[config.mk]
export PLATFORM = sky130hd
export DESIGN_NAME = sensor_frame_deframer
export DESIGN_NICKNAME = d
export VERILOG_FILES = /design/src/hw/rtl/sfd_pkg.sv /design/src/hw/rtl/sfd_front.sv /design/src/hw/rtl/sfd_queue.sv /design/src/hw/rtl/sfd_back.sv /design/src/hw/rtl/sensor_frame_deframer.sv
export SDC_FILE = /design/constraint.sdc
export NUM_CORES = 1
export LEC_CHECK = 0
export ABC_AREA = 1
export BUFFER_PORTS_ARGS = -buffer_cell sky130_fd_sc_hd__buf_2
export CAP_MARGIN = 20
export CORE_ASPECT_RATIO = 0.75
export CORE_MARGIN = 2
export CORE_UTILIZATION = 41
export CTS_CLUSTER_SIZE = 25
export DETAILED_ROUTE_END_ITERATION = 16
export GPL_TIMING_DRIVEN = 0
export HOLD_SLACK_MARGIN = 0.12
export SKIP_CTS_REPAIR_TIMING = 1
export SLEW_MARGIN = 20
export SYNTH_ARGS = -nofsm -noshare
export SYNTH_HDL_FRONTEND = slang
export SYNTH_HIERARCHICAL = 1
export SYNTH_SLANG_ARGS = --single-unit
[constraint.sdc]
create_clock -name i_clk -period 21.5 [get_ports i_clk]
set_input_delay 3.225 -clock i_clk [delete_from_list [all_inputs] [get_ports i_clk]]
set_output_delay 3.225 -clock i_clk [all_outputs]
set_load 0.02 [all_outputs]
[src/hw/rtl/sfd_pkg.sv]
// sfd_pkg: types and constants shared by the sensor frame deframer modules
// no dependencies; imported by sfd_front, sfd_queue, sfd_back and the top level

package sfd_pkg;

    // frame layout
    localparam int FRAME_LENGTH = 17;
    localparam int STORE_DEPTH  = 16;
    localparam int STORE_AW     = $clog2(STORE_DEPTH);
    localparam int POS_W        = $clog2(FRAME_LENGTH);
    localparam int NUM_FIELDS   = 7;
    localparam int FIELD_W      = 16;
    localparam int DATA_W       = NUM_FIELDS * FIELD_W;

    // last byte of a frame (the checksum byte) and the end marker slot
    localparam logic [POS_W-1:0]    LAST_POS    = POS_W'(FRAME_LENGTH - 1);
    localparam logic [STORE_AW-1:0] END_MRK_POS = STORE_AW'(FRAME_LENGTH - 2);

    // marker reset values
    localparam logic [7:0] START_MARKER_RST = 8'hAA;
    localparam logic [7:0] END_MARKER_RST   = 8'hFF;

    // configuration register indexes
    localparam logic CFG_START_MARKER = 1'b0;
    localparam logic CFG_END_MARKER   = 1'b1;

    // result queue between front and back
    localparam int QUEUE_DEPTH = 2;
    localparam int QUEUE_AW    = $clog2(QUEUE_DEPTH);
    localparam int QUEUE_CW    = $clog2(QUEUE_DEPTH + 1);

    // receive phases
    typedef enum logic [1:0] {
        PH_EXPECT  = 2'd0,
        PH_HUNT    = 2'd1,
        PH_SKIP    = 2'd2,
        PH_COLLECT = 2'd3
    } t_rx_phase;

    // marker settings
    typedef struct packed {
        logic [7:0] start_mark;
        logic [7:0] end_mark;
    } t_markers;

    // one finished frame
    typedef struct packed {
        logic              frame_good;
        logic [DATA_W-1:0] fields;
    } t_result;

    // queue status seen by the front and the back
    typedef struct packed {
        logic full;
        logic empty;
    } t_queue_status;

endpackage

[src/hw/rtl/sfd_front.sv]
// sfd_front: byte receiver, resync state machine, frame store and frame check
// depends on sfd_pkg

module sfd_front (
    input  logic                   i_clk,
    input  logic                   i_rst_n,
    input  sfd_pkg::t_markers      i_markers,
    input  logic                   i_byte_valid,
    output logic                   o_byte_ready,
    input  logic [7:0]             i_byte,
    input  sfd_pkg::t_queue_status i_queue_status,
    output logic                   o_push,
    output sfd_pkg::t_result       o_result
);
    import sfd_pkg::*;

    t_rx_phase          r_phase, n_phase;
    logic [POS_W-1:0]   r_pos, n_pos;
    logic [7:0]         r_xor, n_xor;
    logic [7:0]         r_first, n_first;
    logic [7:0]         r_store [STORE_DEPTH];
    logic               store_we;
    logic               xfer;
    logic               frame_done;

    // a byte transfer needs room for a possible result
    assign o_byte_ready = !i_queue_status.full;
    assign xfer         = i_byte_valid && o_byte_ready;
    assign frame_done   = (r_phase == PH_COLLECT) && (r_pos == LAST_POS);

    // next phase
    always_comb begin
        n_phase = r_phase;
        if (xfer) begin
            case (r_phase)
                PH_EXPECT: begin
                    n_phase = (i_byte == i_markers.start_mark) ? PH_COLLECT : PH_HUNT;
                end
                PH_HUNT: begin
                    if (i_byte == i_markers.end_mark) begin
                        n_phase = PH_SKIP;
                    end
                end
                PH_SKIP: begin
                    n_phase = PH_COLLECT;
                end
                PH_COLLECT: begin
                    if (r_pos == LAST_POS) begin
                        n_phase = PH_EXPECT;
                    end
                end
                default: begin
                    n_phase = PH_EXPECT;
                end
            endcase
        end
    end

    // position, running xor, first byte and store write
    always_comb begin
        n_pos    = r_pos;
        n_xor    = r_xor;
        n_first  = r_first;
        store_we = 1'b0;
        if (xfer) begin
            case (r_phase)
                PH_EXPECT: begin
                    if (i_byte == i_markers.start_mark) begin
                        n_first = i_byte;
                        n_xor   = i_byte;
                        n_pos   = POS_W'(1);
                    end
                end
                PH_SKIP: begin
                    n_pos = '0;
                end
                PH_COLLECT: begin
                    if (r_pos == '0) begin
                        n_first = i_byte;
                        n_xor   = i_byte;
                        n_pos   = POS_W'(1);
                    end else if (r_pos == LAST_POS) begin
                        n_xor = '0;
                        n_pos = '0;
                    end else begin
                        n_xor    = r_xor ^ i_byte;
                        store_we = 1'b1;
                        n_pos    = r_pos + POS_W'(1);
                    end
                end
                default: begin
                end
            endcase
        end
    end

    // result push and frame check on the checksum byte
    always_comb begin
        o_push              = xfer && frame_done;
        o_result.frame_good = (r_first == i_markers.start_mark)
                           && (r_store[END_MRK_POS] == i_markers.end_mark)
                           && ((r_xor ^ i_byte) == 8'h00);
        for (int k = 0; k < NUM_FIELDS; k++) begin
            o_result.fields[k*FIELD_W +: FIELD_W] = {r_store[STORE_AW'(2*k + 2)],
                                                     r_store[STORE_AW'(2*k + 1)]};
        end
    end

    // control state
    always_ff @(posedge i_clk) begin
        if (!i_rst_n) begin
            r_phase <= PH_EXPECT;
            r_pos   <= '0;
            r_xor   <= '0;
            r_first <= '0;
        end else begin
            r_phase <= n_phase;
            r_pos   <= n_pos;
            r_xor   <= n_xor;
            r_first <= n_first;
        end
    end

    // frame store, written at the current position
    always_ff @(posedge i_clk) begin
        if (store_we) begin
            r_store[r_pos[STORE_AW-1:0]] <= i_byte;
        end
    end

endmodule

[src/hw/rtl/sfd_queue.sv]
// sfd_queue: short result queue between the front and the back
// depends on sfd_pkg

module sfd_queue (
    input  logic                   i_clk,
    input  logic                   i_rst_n,
    input  logic                   i_push,
    input  sfd_pkg::t_result       i_result,
    input  logic                   i_pop,
    output sfd_pkg::t_result       o_result,
    output sfd_pkg::t_queue_status o_status
);
    import sfd_pkg::*;

    t_result               r_mem [QUEUE_DEPTH];
    logic [QUEUE_AW-1:0]   r_wr_ptr, n_wr_ptr;
    logic [QUEUE_AW-1:0]   r_rd_ptr, n_rd_ptr;
    logic [QUEUE_CW-1:0]   r_count, n_count;
    logic                  do_push;
    logic                  do_pop;

    assign o_status.full  = (r_count == QUEUE_CW'(QUEUE_DEPTH));
    assign o_status.empty = (r_count == '0);
    assign do_push        = i_push && !o_status.full;
    assign do_pop         = i_pop && !o_status.empty;
    assign o_result       = r_mem[r_rd_ptr];

    // pointer and count update
    always_comb begin
        n_wr_ptr = r_wr_ptr;
        n_rd_ptr = r_rd_ptr;
        n_count  = r_count;
        if (do_push) begin
            n_wr_ptr = (r_wr_ptr == QUEUE_AW'(QUEUE_DEPTH - 1)) ? '0 : r_wr_ptr + QUEUE_AW'(1);
        end
        if (do_pop) begin
            n_rd_ptr = (r_rd_ptr == QUEUE_AW'(QUEUE_DEPTH - 1)) ? '0 : r_rd_ptr + QUEUE_AW'(1);
        end
        if (do_push && !do_pop) begin
            n_count = r_count + QUEUE_CW'(1);
        end else if (do_pop && !do_push) begin
            n_count = r_count - QUEUE_CW'(1);
        end
    end

    always_ff @(posedge i_clk) begin
        if (!i_rst_n) begin
            r_wr_ptr <= '0;
            r_rd_ptr <= '0;
            r_count  <= '0;
        end else begin
            r_wr_ptr <= n_wr_ptr;
            r_rd_ptr <= n_rd_ptr;
            r_count  <= n_count;
        end
    end

    // queue entries
    always_ff @(posedge i_clk) begin
        if (do_push) begin
            r_mem[r_wr_ptr] <= i_result;
        end
    end

endmodule

[src/hw/rtl/sfd_back.sv]
// sfd_back: output register driving the result stream
// depends on sfd_pkg

module sfd_back (
    input  logic                   i_clk,
    input  logic                   i_rst_n,
    input  sfd_pkg::t_result       i_result,
    input  sfd_pkg::t_queue_status i_queue_status,
    output logic                   o_pop,
    output logic                   o_valid,
    input  logic                   i_ready,
    output sfd_pkg::t_result       o_result
);
    import sfd_pkg::*;

    logic    r_valid;
    t_result r_result;

    // load when the register is empty or its transfer completes now
    assign o_pop    = !i_queue_status.empty && (!r_valid || i_ready);
    assign o_valid  = r_valid;
    assign o_result = r_result;

    always_ff @(posedge i_clk) begin
        if (!i_rst_n) begin
            r_valid <= 1'b0;
        end else if (o_pop) begin
            r_valid <= 1'b1;
        end else if (i_ready) begin
            r_valid <= 1'b0;
        end
    end

    always_ff @(posedge i_clk) begin
        if (o_pop) begin
            r_result <= i_result;
        end
    end

endmodule

[src/hw/rtl/sensor_frame_deframer.sv]
// sensor_frame_deframer: top level, marker registers and front/queue/back wiring
// depends on sfd_pkg, sfd_front, sfd_queue, sfd_back
//
//  channel   direction  ports                        contents
//  s stream  in         i_s_tvalid/o_s_tready        rx_byte
//  m stream  out        o_m_tvalid/i_m_tready        seven 16-bit fields, frame_good
//  cfg       in         i_cfg_valid/o_cfg_ready      index 0 start marker, 1 end marker
//
// one byte is taken per cycle; a frame result enters a two-entry queue on its
// checksum byte and from there loads the output register when that is free
// the input stalls only when that queue is full (output held back)
// reset is synchronous, active low, and leaves the block waiting for a start byte

module sensor_frame_deframer (
    input  logic        i_clk,
    input  logic        i_rst_n,
    // byte input
    input  logic        i_s_tvalid,
    output logic        o_s_tready,
    input  logic [7:0]  i_s_tdata,     // [7:0] rx_byte
    // frame output
    output logic        o_m_tvalid,
    input  logic        i_m_tready,
    output logic [111:0] o_m_tdata,    // [15:0] travelled_distance, [31:16] heading_raw,
                                       // [47:32] ir_front_right_raw,
                                       // [63:48] ir_middle_right_raw, [79:64] ir_rear_raw,
                                       // [95:80] sonar_front_raw,
                                       // [111:96] sonar_front_right_raw
    output logic [0:0]  o_m_tuser,     // [0] frame_good
    // configuration writes
    input  logic        i_cfg_valid,
    output logic        o_cfg_ready,
    input  logic        i_cfg_index,
    input  logic [7:0]  i_cfg_data
);
    import sfd_pkg::*;

    t_markers      r_markers;
    t_result       front_result;
    t_result       queue_result;
    t_result       back_result;
    t_queue_status queue_status;
    logic          push;
    logic          pop;

    // marker registers
    assign o_cfg_ready = 1'b1;

    always_ff @(posedge i_clk) begin
        if (!i_rst_n) begin
            r_markers.start_mark <= START_MARKER_RST;
            r_markers.end_mark   <= END_MARKER_RST;
        end else if (i_cfg_valid) begin
            case (i_cfg_index)
                CFG_START_MARKER: r_markers.start_mark <= i_cfg_data;
                CFG_END_MARKER:   r_markers.end_mark   <= i_cfg_data;
                default: begin
                end
            endcase
        end
    end

    sfd_front u_front (
        .i_clk          (i_clk),
        .i_rst_n        (i_rst_n),
        .i_markers      (r_markers),
        .i_byte_valid   (i_s_tvalid),
        .o_byte_ready   (o_s_tready),
        .i_byte         (i_s_tdata),
        .i_queue_status (queue_status),
        .o_push         (push),
        .o_result       (front_result)
    );

    sfd_queue u_queue (
        .i_clk    (i_clk),
        .i_rst_n  (i_rst_n),
        .i_push   (push),
        .i_result (front_result),
        .i_pop    (pop),
        .o_result (queue_result),
        .o_status (queue_status)
    );

    sfd_back u_back (
        .i_clk          (i_clk),
        .i_rst_n        (i_rst_n),
        .i_result       (queue_result),
        .i_queue_status (queue_status),
        .o_pop          (pop),
        .o_valid        (o_m_tvalid),
        .i_ready        (i_m_tready),
        .o_result       (back_result)
    );

    // stream payload
    assign o_m_tdata    = back_result.fields;
    assign o_m_tuser[0] = back_result.frame_good;

endmodule

Word level (Yosys, flattened, before mapping) --
Memories as Yosys holds them, arrays and structs flattened. A register that Yosys moved wholly into a read port is not among the register bits. Cells that the tools add are included.
Storage, ports and cells: word-level logic and storage cells 90, memories kept 2, bits of input ports 22, register bits 44, bits in writable memories 354
Cells by class: mux-type cells 28, $add $sub $neg 5, equal/unequal tests 13, reductions and logical operators 30, bitwise gates (word level) 2
Memories:
- u_queue.r_mem | depth 2, width 113, rd ports 1, clocked after memory_dff 1, wr ports 1, line sfd_queue.sv:15 | t_result r_mem [QUEUE_DEPTH];
- u_front.r_store | depth 16, width 8, rd ports 15, clocked after memory_dff 0, wr ports 1, line sfd_front.sv:21 | logic [7:0] r_store [STORE_DEPTH];
Operators by type and width (count):
- $eq A8 B8 Y1 | 4
- $mux W8 | 4
- $pmux W8 S2 | 2
- $mux W5 | 3
- $pmux W5 S3 | 1
- $mux W1 | 12
- $logic_and A1 B1 Y1 | 10
- $mux W2 | 5
- $reduce_and A3 Y1 | 3
- $logic_not A8 Y1 | 1
- $pmux W2 S4 | 1
- $xor A8 B8 Y8 | 1
- $eq A2 B2 Y1 const B | 3
- $reduce_bool A2 Y1 | 3
- $add A5 B1 Y5 const B | 1
- $eq A5 B5 Y1 const B | 1
- $logic_not A1 Y1 | 5
- $logic_not A5 Y1 | 1
- $logic_not A2 Y1 | 2
- $ne A2 B1 Y1 const B | 2
- $ne A2 B2 Y1 const B | 2
- $reduce_and A2 Y1 | 2
- $reduce_and A4 Y1 | 1
- $reduce_bool A3 Y1 | 1
- 6 further kinds | 7

Depth between registers and ports, before layout --
Gate-level depths: netlist (run 1).
depth in word-level cells 9, mapped depth 16, depth with buffers taken out 16

Hierarchy --
The synthesis (run 1) kept the hierarchy.
By module, submodules not included:
- sfd_queue | cells each 390, times used 1, area each 8688.3 um^2, sequential area each 6886.6 um^2
- sfd_front | cells each 421, times used 1, area each 5565.3 um^2, sequential area each 4063.9 um^2
- sfd_back | cells each 119, times used 1, area each 3440.8 um^2, sequential area each 3413.3 um^2
- sensor_frame_deframer | cells each 83, times used 1, area each 615.6 um^2, sequential area each 320.3 um^2

Worst setup path before layout (run 1) --
Ideal clock, no wire load.
kind in2reg, from input port i_m_tready, to register u_queue.r_count[1], library setup time 0.064 ns, path slack 11.651 ns, cell stages on the path 11, buffers on the path 0, required time 21.436 ns, arrival time 9.785 ns, cell sequence inv_2 > a21oi_1 > inv_1 > nor2_1 > inv_1 > ha_1 > inv_1 > nand3_1 > nand2_1 > inv_1 > nor2_1
On the way: cells in the longest elaborated chain, start to end 6, elaborated cells on any way between the ends 8, classes of those cells mux (1); reduce/logical (7)
Ends and longest elaborated chain:
- from (decl) | line sensor_frame_deframer.sv:23 | input logic i_m_tready,
- $logic_or A1 B1 Y1 (*) | line sfd_back.sv:20 | assign o_pop = !i_queue_status.empty && (!r_valid || i_ready);
- $logic_and A1 B1 Y1 (*) | line sfd_back.sv:20
- net pop | line sensor_frame_deframer.sv:44 | logic pop;
- $logic_and A1 B1 Y1 (*) | line sfd_queue.sv:25 | assign do_pop = i_pop && !o_status.empty;
- $logic_not A1 Y1 | line sfd_queue.sv:39 | if (do_push && !do_pop) begin
- $logic_and A1 B1 Y1 | line sfd_queue.sv:39
- $mux W2 or $reduce_bool A2 Y1 (tied branches)
- to (signal assigned) | line sfd_queue.sv:54 | r_count <= n_count;
- to (decl) | line sfd_queue.sv:18 | logic [QUEUE_CW-1:0] r_count, n_count;
The timed path passes the listed nets; every way through them passes the cells marked *. A chain may end at the register's enable or synchronous reset.

Worst setup path in the final report (run 1) --
from input port i_s_tvalid, to memory u_queue/r_mem[0][99] (netlist bit), enable pin
On the way: cells in the longest elaborated chain, start to end 5
Ends and longest elaborated chain:
- from (decl) | line sensor_frame_deframer.sv:18 | input logic i_s_tvalid,
- $logic_and A1 B1 Y1 | line sfd_front.sv:28 | assign xfer = i_byte_valid && o_byte_ready;
- $logic_and A1 B1 Y1 | line sfd_front.sv:99 | o_push = xfer && frame_done;
- net push | line sensor_frame_deframer.sv:43 | logic push;
- $logic_and A1 B1 Y1 | line sfd_queue.sv:24 | assign do_push = i_push && !o_status.full;
- $mux W1 | line sfd_queue.sv:60 | if (do_push) begin
- $mux W1 (implied by the code) | line sfd_queue.sv:61 | r_mem[r_wr_ptr] <= i_result;
- to (decl) | line sfd_queue.sv:15
The timed path passes the listed nets, and every way through them passes these cells.

==> results of run 1 <==
## cell families after synthesis
group,Yosys count
compound gates,38
xor+xnor,31
fa+ha+maj,9
buf+inv,75
flops,504
mux,113
other cells,1
simple gates,242
## final cells by class
cell class	instances	share of cell area
flip-flops and latches	504	0.672
clock inverters	32	0.0157
plain buffers	27	0.0104
clock buffers	54	0.0570
multi-input cells	434	0.150
inverters	48	0.00824
repair buffers	157	0.0535
well taps	586	0.0335
## cells in the final DEF, fill, tap and decap left out, types with 11 or more instances in the layout
| cell type | Yosys | final |
|---|---|---|
| a21oi_1 | 23 | 22 |
| buf_16 | 0 | 14 |
| buf_2 | 9 | 145 |
| buf_6 | 13 | 13 |
| clkbuf_16 | 0 | 49 |
| clkinv_2 | 0 | 11 |
| dfxtp_1 | 45 | 45 |
| edfxtp_1 | 459 | 459 |
| inv_1 | 41 | 41 |
| mux2_2 | 43 | 43 |
| mux2_4 | 70 | 70 |
| nand2_1 | 107 | 107 |
| nand3_1 | 33 | 33 |
| nand4_1 | 19 | 19 |
| nor2_1 | 53 | 51 |
| xnor2_1 | 30 | 30 |
## sequential cells by signal, summed over array words and instances, names as in the netlist, named ones only
name	count
r_markers	16
u_back/o_result	113
u_back/o_valid	1
u_front/r_first	8
u_front/r_phase	2
u_front/r_pos	5
u_front/r_store	120
u_front/r_xor	8
u_queue/r_count	2
u_queue/r_mem	226
u_queue/r_rd_ptr	1
u_queue/r_wr_ptr	1
## per-stage QoR
| step | instances | hold WS (ns) | power [mW] | setup WS (ns) |
|---|---|---|---|---|
| floorplan | 1013 | 0.421 | 1.12 | 11.65 |
| global placement | 1735 | 0.422 | 1.14 | 8.56 |
| detailed placement | 1756 | 0.429 | 1.14 | 15.82 |
| CTS | 1842 | 0.426 | 1.99 | 16.40 |
| global route | 1842 | 0.446 | 2.03 | 16.28 |
| finish | 1842 | 0.437 | 1.97 | 16.42 |
## routing by layer
metal	vias to the layer above	global-route usage
li1	4173	-
met1	4380	0.208
met2	207	0.230
met3	59	0.0267
met4	0	0.0405
met5	-	0
## power by group through the flow
stage | Combinational (mW) | Clock [mW] | Sequential [mW]
after global routing | 0.0603 | 0.905 | 1.07
after CTS | 0.0544 | 0.871 | 1.07
after floorplan | 0.0340 | 0 | 1.09
after global placement | 0.0524 | 0 | 1.09
final | 0.0539 | 0.846 | 1.07
after detailed placement | 0.0542 | 0 | 1.09
## worst min-delay path by stage
| stage | slack (ns) | end | start | cells after the start |
|---|---|---|---|---|
| after floorplan | 0.42 | u_queue/r_mem[0][0]$_DFFE_PP_ | u_front/r_store[1][0]$_DFFE_PP_ | 0 |
| after global placement | 0.42 | u_queue/r_mem[0][27]$_DFFE_PP_ | u_front/r_store[4][3]$_DFFE_PP_ | 0 |
| after detailed placement | 0.43 | u_queue/r_mem[1][32]$_DFFE_PP_ | u_front/r_store[5][0]$_DFFE_PP_ | 0 |
| after CTS | 0.43 | u_queue/r_mem[1][93]$_DFFE_PP_ | u_front/r_store[12][5]$_DFFE_PP_ | 0 |
| after global routing | 0.45 | u_queue/r_mem[0][30]$_DFFE_PP_ | u_front/r_store[4][6]$_DFFE_PP_ | 0 |
| final | 0.44 | u_queue/r_mem[1][93]$_DFFE_PP_ | u_front/r_store[12][5]$_DFFE_PP_ | 0 |
==> impl_metrics.json, run 1 <==
{
  "firstDrtPassIters": 5,
  "grt_pass1_vias": 8606,
  "syn_avg_cell_area_um2": 18.1,
  "placed_area_um2": 20300,
  "wl_met3_um": 1720,
  "synth_cells": 1013,
  "core-area_um2": 44300,
  "grt-ovfl-total": 0,
  "cp_max_fo": 20,
  "slew_violations": 0,
  "synthMostInstantiatedCell": "edfxtp_1",
  "clk_pin_slew_worst_paths_ns": 0.07,
  "outcome": "completed",
  "syn_nets": 1044,
  "hold_viol_final": 0,
  "pwr-share-clk": 0.430,
  "power.density_nw_per_um2": 90.0,
  "period_minus_slack_ns": 5.08,
  "cts_tree": "built",
  "synthFlopType": "edfxtp_1",
  "rsz0062_at_grt": "no",
  "wl_um": 34300,
  "ys_types": 34,
  "drv_cap": 0,
  "synth_top_family_by_area": "multiplexers",
  "clock_latency_ns": 0.57,
  "tns_ns": 0,
  "synth.area.top_cells": "edfxtp_1 (75%), mux2_4 (5.7%), dfxtp_1 (4.9%), mux2_2 (2.6%), nand2_1 (2.2%)",
  "drc": 0,
  "multi_input_area_um2": 3280,
  "yosys.area_share.adder": 0.00615,
  "place_congestion": 0.803,
  "area_growth_syn_to_layout_pct": 19.4,
  "synth_top_cell_by_area": "edfxtp_1",
  "pwr-share-comb": 0.027,
  "routed_wire_length_per_instance_um": 18.6,
  "grt.total_usage": 0.146,
  "end_kind": "flop",
  "relSlewSlack": 0.359,
  "critPathSlowestCell": "nor2_4",
  "viasPerCell": 4.79,
  "drive_gt1_frac": 0.318,
  "hold_class": "flop to flop",
  "dpl.hpwl_um": 21400,
  "p_int_mw": 1.57,
  "arrival_ns": 5.35,
  "die_h_um": 187,
  "max_stage_delay_ns": 0.58,
  "syn_area_um2": 18300,
  "clock.fmax_mhz": 197,
  "leakage_nw": 7.61,
  "cp-start-kind": "input port",
  "crit_chain": "buf_2 > nand2_1 > inv_1 > nand2_1 > nor2_1 > o21ai_0 > nor2_4 > buf_16 > buf_12 > buf_16",
  "critPathCapture": "u_queue/r_mem[0][99]$_DFFE_PP_",
  "synth-async-reset-ratio": 0,
  "vias": 8819,
  "yosys_warnings": 6,
  "pwr-share-seq": 0.542,
  "numCtsBuffers": 49,
  "path_class": "input port to flop",
  "io_pins": 138,
  "power.switching_mw": 0.397,
  "clock-root-buffer": "clkbuf_16",
  "synthMuxAreaShare": 0.0838,
  "synth_compound_area_frac": 0.0118,
  "drtIter0Drc": 534,
  "skew_ns": 0.0122,
  "r2r_start": "u_front/r_pos[0]$_SDFFE_PN0P_",
  "wl_met1_um": 15800,
  "fp.dieW_um": 248,
  "synth_common_cells": "edfxtp_1 (459), nand2_1 (107), mux2_4 (70)",
  "grt_pass1_wl_um": 50300,
  "critical_path_buf_inv_count": 5,
  "final_area_um2": 21900,
  "htree_levels": 2,
  "synth-seq-cells": 504,
  "die-area_um2": 46400,
  "irDropWorstVdd_mv": 0.0746,
  "grt_start_max_net_pins": 27,
  "rows": 67,
  "setup_viol": 0,
  "path_delay_family": "simple AND/OR/NAND/NOR gates",
  "wl_met2_um": 16100,
  "final_core_util": 0.493,
  "rr_endpoint": "u_queue/r_mem[0][99]$_DFFE_PP_",
  "io_buffers": 136,
  "diodes": 0,
  "synthSimpleGateAreaFrac": 0.0590,
  "grt_antenna_before_repair": 1,
  "synth_enable_flop_cells": 459,
  "detail-route-antenna-nets": 0,
  "worstSetupStartpoint": "i_s_tvalid",
  "yosysSeqAreaShare": 0.802,
  "fin_nets": 1252,
  "tightest_slew_ns": 0.958,
  "p_sw_frac": 0.202,
  "highest_layer": "met4",
  "start_util": 0.413,
  "nFillCells": 3647,
  "crit_cells": 10,
  "synthXorXnorAreaFrac": 0.0148,
  "r2r_cells": 11,
  "clock_path_buffers": 3,
  "fin_crit_sh": 0.236,
  "cp.required_ns": 21.77,
  "final-seq-area_um2": 14700,
  "synth_top_area_share": 0.753,
  "reg2reg_slack_ns": 18.47,
  "cts.sinks": 504
}
Note: power is estimated with default switching activity, not from simulation.
==> run 2: changes to the inputs <==
--- a/config.mk
+++ b/config.mk
@@ -5,7 +5,7 @@
 export SDC_FILE = /design/constraint.sdc
 export NUM_CORES = 1
 export LEC_CHECK = 0
-export ABC_AREA = 1
+export ABC_AREA = 0
 export BUFFER_PORTS_ARGS = -buffer_cell sky130_fd_sc_hd__buf_2
 export CAP_MARGIN = 20
 export CORE_ASPECT_RATIO = 0.75
==> constraint.sdc (replaced) <==
create_clock -name i_clk -period 4.4 [get_ports i_clk]
set_input_delay 0.66 -clock i_clk [delete_from_list [all_inputs] [get_ports i_clk]]
set_output_delay 0.66 -clock i_clk [all_outputs]
set_load 0.02 [all_outputs]
==> impl_metrics.json, run 2 <==
{
  "dpl.hpwl_um": 20900,
  "cp_max_fo": 13,
  "start_util": 0.413,
  "drtIter0Drc": 564,
  "diodes": 0,
  "die-area_um2": 46500,
  "cp-start-kind": "flop",
  "critPathCapture": "u_queue/r_mem[0][27]$_DFFE_PP_",
  "worstSetupStartpoint": "u_front/r_phase[1]$_SDFFE_PN0P_",
  "drive_gt1_frac": 0.327,
  "clock-root-buffer": "clkbuf_16",
  "layout_commonest_cell": "edfxtp_1",
  "cts.sinks": 504,
  "htree_levels": 2,
  "grt_pass1_vias": 8626,
  "synth_top_area_share": 0.751,
  "ys_types": 48,
  "critPathSlowestCell": "nor3_4",
  "pre_cts_ws_ns": 1.13,
  "syn_nets": 963,
  "grt_pass1_wl_um": 50300,
  "timing.hold.ws_ns": 0.364,
  "multi_input_area_um2": 3320,
  "clock_path_buffers": 3,
  "grt_antenna_before_repair": 0,
  "period_minus_slack_ns": 3.21,
  "vias": 8484,
  "wl_um": 33500,
  "rsz0062_at_grt": "no",
  "numCtsBuffers": 48,
  "end_kind": "flop",
  "slew_violations": 0,
  "power.density_nw_per_um2": 442,
  "synth_cells": 932,
  "final_cell_mix": "edfxtp_1 (459), buf_2 (145), mux2_4 (70)",
  "grt.total_usage": 0.145,
  "path_delay_family": "buffers and inverters",
  "fin_crit_sh": 0.729,
  "instances_no_fill": 1761,
  "yosysSeqAreaShare": 0.800,
  "routed_wire_length_per_instance_um": 19.0,
  "synth-async-reset-ratio": 0,
  "crit_cells": 12,
  "rr_endpoint": "u_queue/r_mem[0][27]$_DFFE_PP_",
  "synthMostInstantiatedCell": "edfxtp_1",
  "detail-route-antenna-nets": 0,
  "synth_top_cell_by_area": "edfxtp_1",
  "numPlacedInstances": 1672,
  "final_core_util": 0.489,
  "outcome": "completed",
  "fin_nets": 1167,
  "final.setup.worst_slack_ns": 1.19,
  "place_congestion": 0.798,
  "io_pins": 138,
  "grt-ovfl-total": 0,
  "firstDrtPassIters": 5,
  "area_growth_syn_to_layout_pct": 18.5,
  "crit_chain": "ha_1 > clkbuf_1 > inv_1 > nor3_1 > inv_1 > nor3_4 > buf_8 > buf_8 > buf_8 > buf_8 > buf_8 > buf_8",
  "syn_avg_cell_area_um2": 19.7,
  "crit_top_cell": "buf_8",
  "core-area_um2": 44400,
  "yosys_warnings": 6,
  "cts_tree": "built",
  "synthFlopType": "edfxtp_1",
  "r2r_cells": 12,
  "synth-seq-cells": 504,
  "rows": 67,
  "arrival_ns": 3.49,
  "tightest_slew_ns": 1.04,
  "synth_enable_flop_cells": 459,
  "io_buffers": 136,
  "nFillCells": 3686,
  "drv_cap": 0,
  "relSlewSlack": 0.307,
  "largest_register": "u_queue/r_mem",
  "skew_ns": 0.0200,
  "drc": 0,
  "final-seq-area_um2": 14700,
  "irDropWorstVdd_mv": 0.298,
  "clock_latency_ns": 0.57,
  "synth.area.top_cells": "edfxtp_1 (75%), mux2_4 (5.7%), dfxtp_1 (4.9%), mux2_2 (2.6%), xnor2_1 (1.2%)",
  "setup_viol": 0,
  "clock.fmax_mhz": 312,
  "max_stage_delay_ns": 0.40,
  "hold_viol_final": 0,
  "path_class": "flop to flop",
  "hold_class": "input port to flop",
  "synth_common_cells": "edfxtp_1 (459), mux2_4 (70), dfxtp_1 (45)",
  "fp.dieW_um": 248,
  "leakage_nw": 7.42,
  "largest_register_ffs": 226,
  "grt_start_max_net_pins": 42,
  "die_h_um": 187,
  "viasPerCell": 4.82,
  "cp.required_ns": 4.68,
  "total_power_mw": 9.61,
  "reg2reg_slack_ns": 1.19,
  "clk_pin_slew_worst_paths_ns": 0.06,
  "critical_path_buf_inv_count": 9,
  "syn_area_um2": 18300,
  "r2r_start": "u_front/r_phase[1]$_SDFFE_PN0P_"
}
-- run 2: cell count changes in the layout (fill, tap and decap cells not counted), moves of 14 or more --
cell      delta
a21oi_1     -17
clkbuf_1    +15
inv_1       -21
mux2i_1     +15
nand2_1     -76
nand3_1     -14
nor2_1      -31
o21ai_0     +22
xor2_1      +16
-- run 2: kinds of logic after synthesis --
group / Yosys count / share of synthesized area
AOI/OAI and AO/OA: 69 / 0.0268
xor gates and xnor gates: 43 / 0.0209
adders and majority gates: 9 / 0.00614
buffers and inverters: 60 / 0.0203
DFF: 504 / 0.800
muxes: 128 / 0.0919
other: 1 / 0.000204
and+or+nand+nor: 118 / 0.0334
-- run 2: power by group --
| group | leakage, nW | internal [mW] | switching (mW) |
|---|---|---|---|
| logic | 2.16 | 0.0830 | 0.150 |
| clock network | 0.774 | 2.46 | 1.69 |
| registers | 4.49 | 5.19 | 0.0269 |
| total | 7.42 | 7.73 | 1.87 |
-- run 2: cell type report --
type                    instances  share of cell area
multi-input cells             368               0.153
clock inverters                28              0.0159
repair buffers                154              0.0466
clock buffers                  61              0.0585
inverters                      21             0.00363
plain buffers                  39              0.0135
well taps                     586              0.0337
flip-flops and latches        504               0.675
-- run 2: worst reg2reg max path, stage by stage (launching register included) --
cell and delay (ns):
dfxtp_1 0.39, ha_1 0.16, clkbuf_1 0.31, inv_1 0.12
nor3_1 0.35, inv_1 0.15, nor3_4 0.40, buf_8 0.22
buf_8 0.18, buf_8 0.17, buf_8 0.16, buf_8 0.16
buf_8 0.16
-- run 2: worst min path at each step --
| stage | endpoint | cells after the start | slack [ns] | from |
|---|---|---|---|---|
| after floorplan | u_queue/r_mem[0][0]$_DFFE_PP_ | 0 | 0.42 | u_front/r_store[1][0]$_DFFE_PP_ |
| after global placement | u_queue/r_mem[0][65]$_DFFE_PP_ | 0 | 0.42 | u_front/r_store[9][1]$_DFFE_PP_ |
| after detailed placement | u_queue/r_mem[0][89]$_DFFE_PP_ | 0 | 0.43 | u_front/r_store[12][1]$_DFFE_PP_ |
| after CTS | r_markers[10]$_SDFFE_PN0P_ | 3 | 0.34 | i_cfg_data[2] |
| after global routing | r_markers[10]$_SDFFE_PN0P_ | 3 | 0.35 | i_cfg_data[2] |
| final | r_markers[10]$_SDFFE_PN0P_ | 3 | 0.36 | i_cfg_data[2] |
-- run 2: through the flow --
stage	area, µm²	TNS, ns
after floorplan	18400	0
after global placement	19800	-453.71
after detailed placement	20100	0
after CTS	21700	0
after global routing	21700	0
final	21700	0
-- run 2: metal layers --
layer | global-route usage | vias up | wire [µm]
li1 | - | 3969 | -
met1 | 0.200 | 4262 | 15300
met2 | 0.234 | 195 | 15700
met3 | 0.0260 | 58 | 1570
met4 | 0.0449 | 0 | 845
met5 | 0 | - | 0
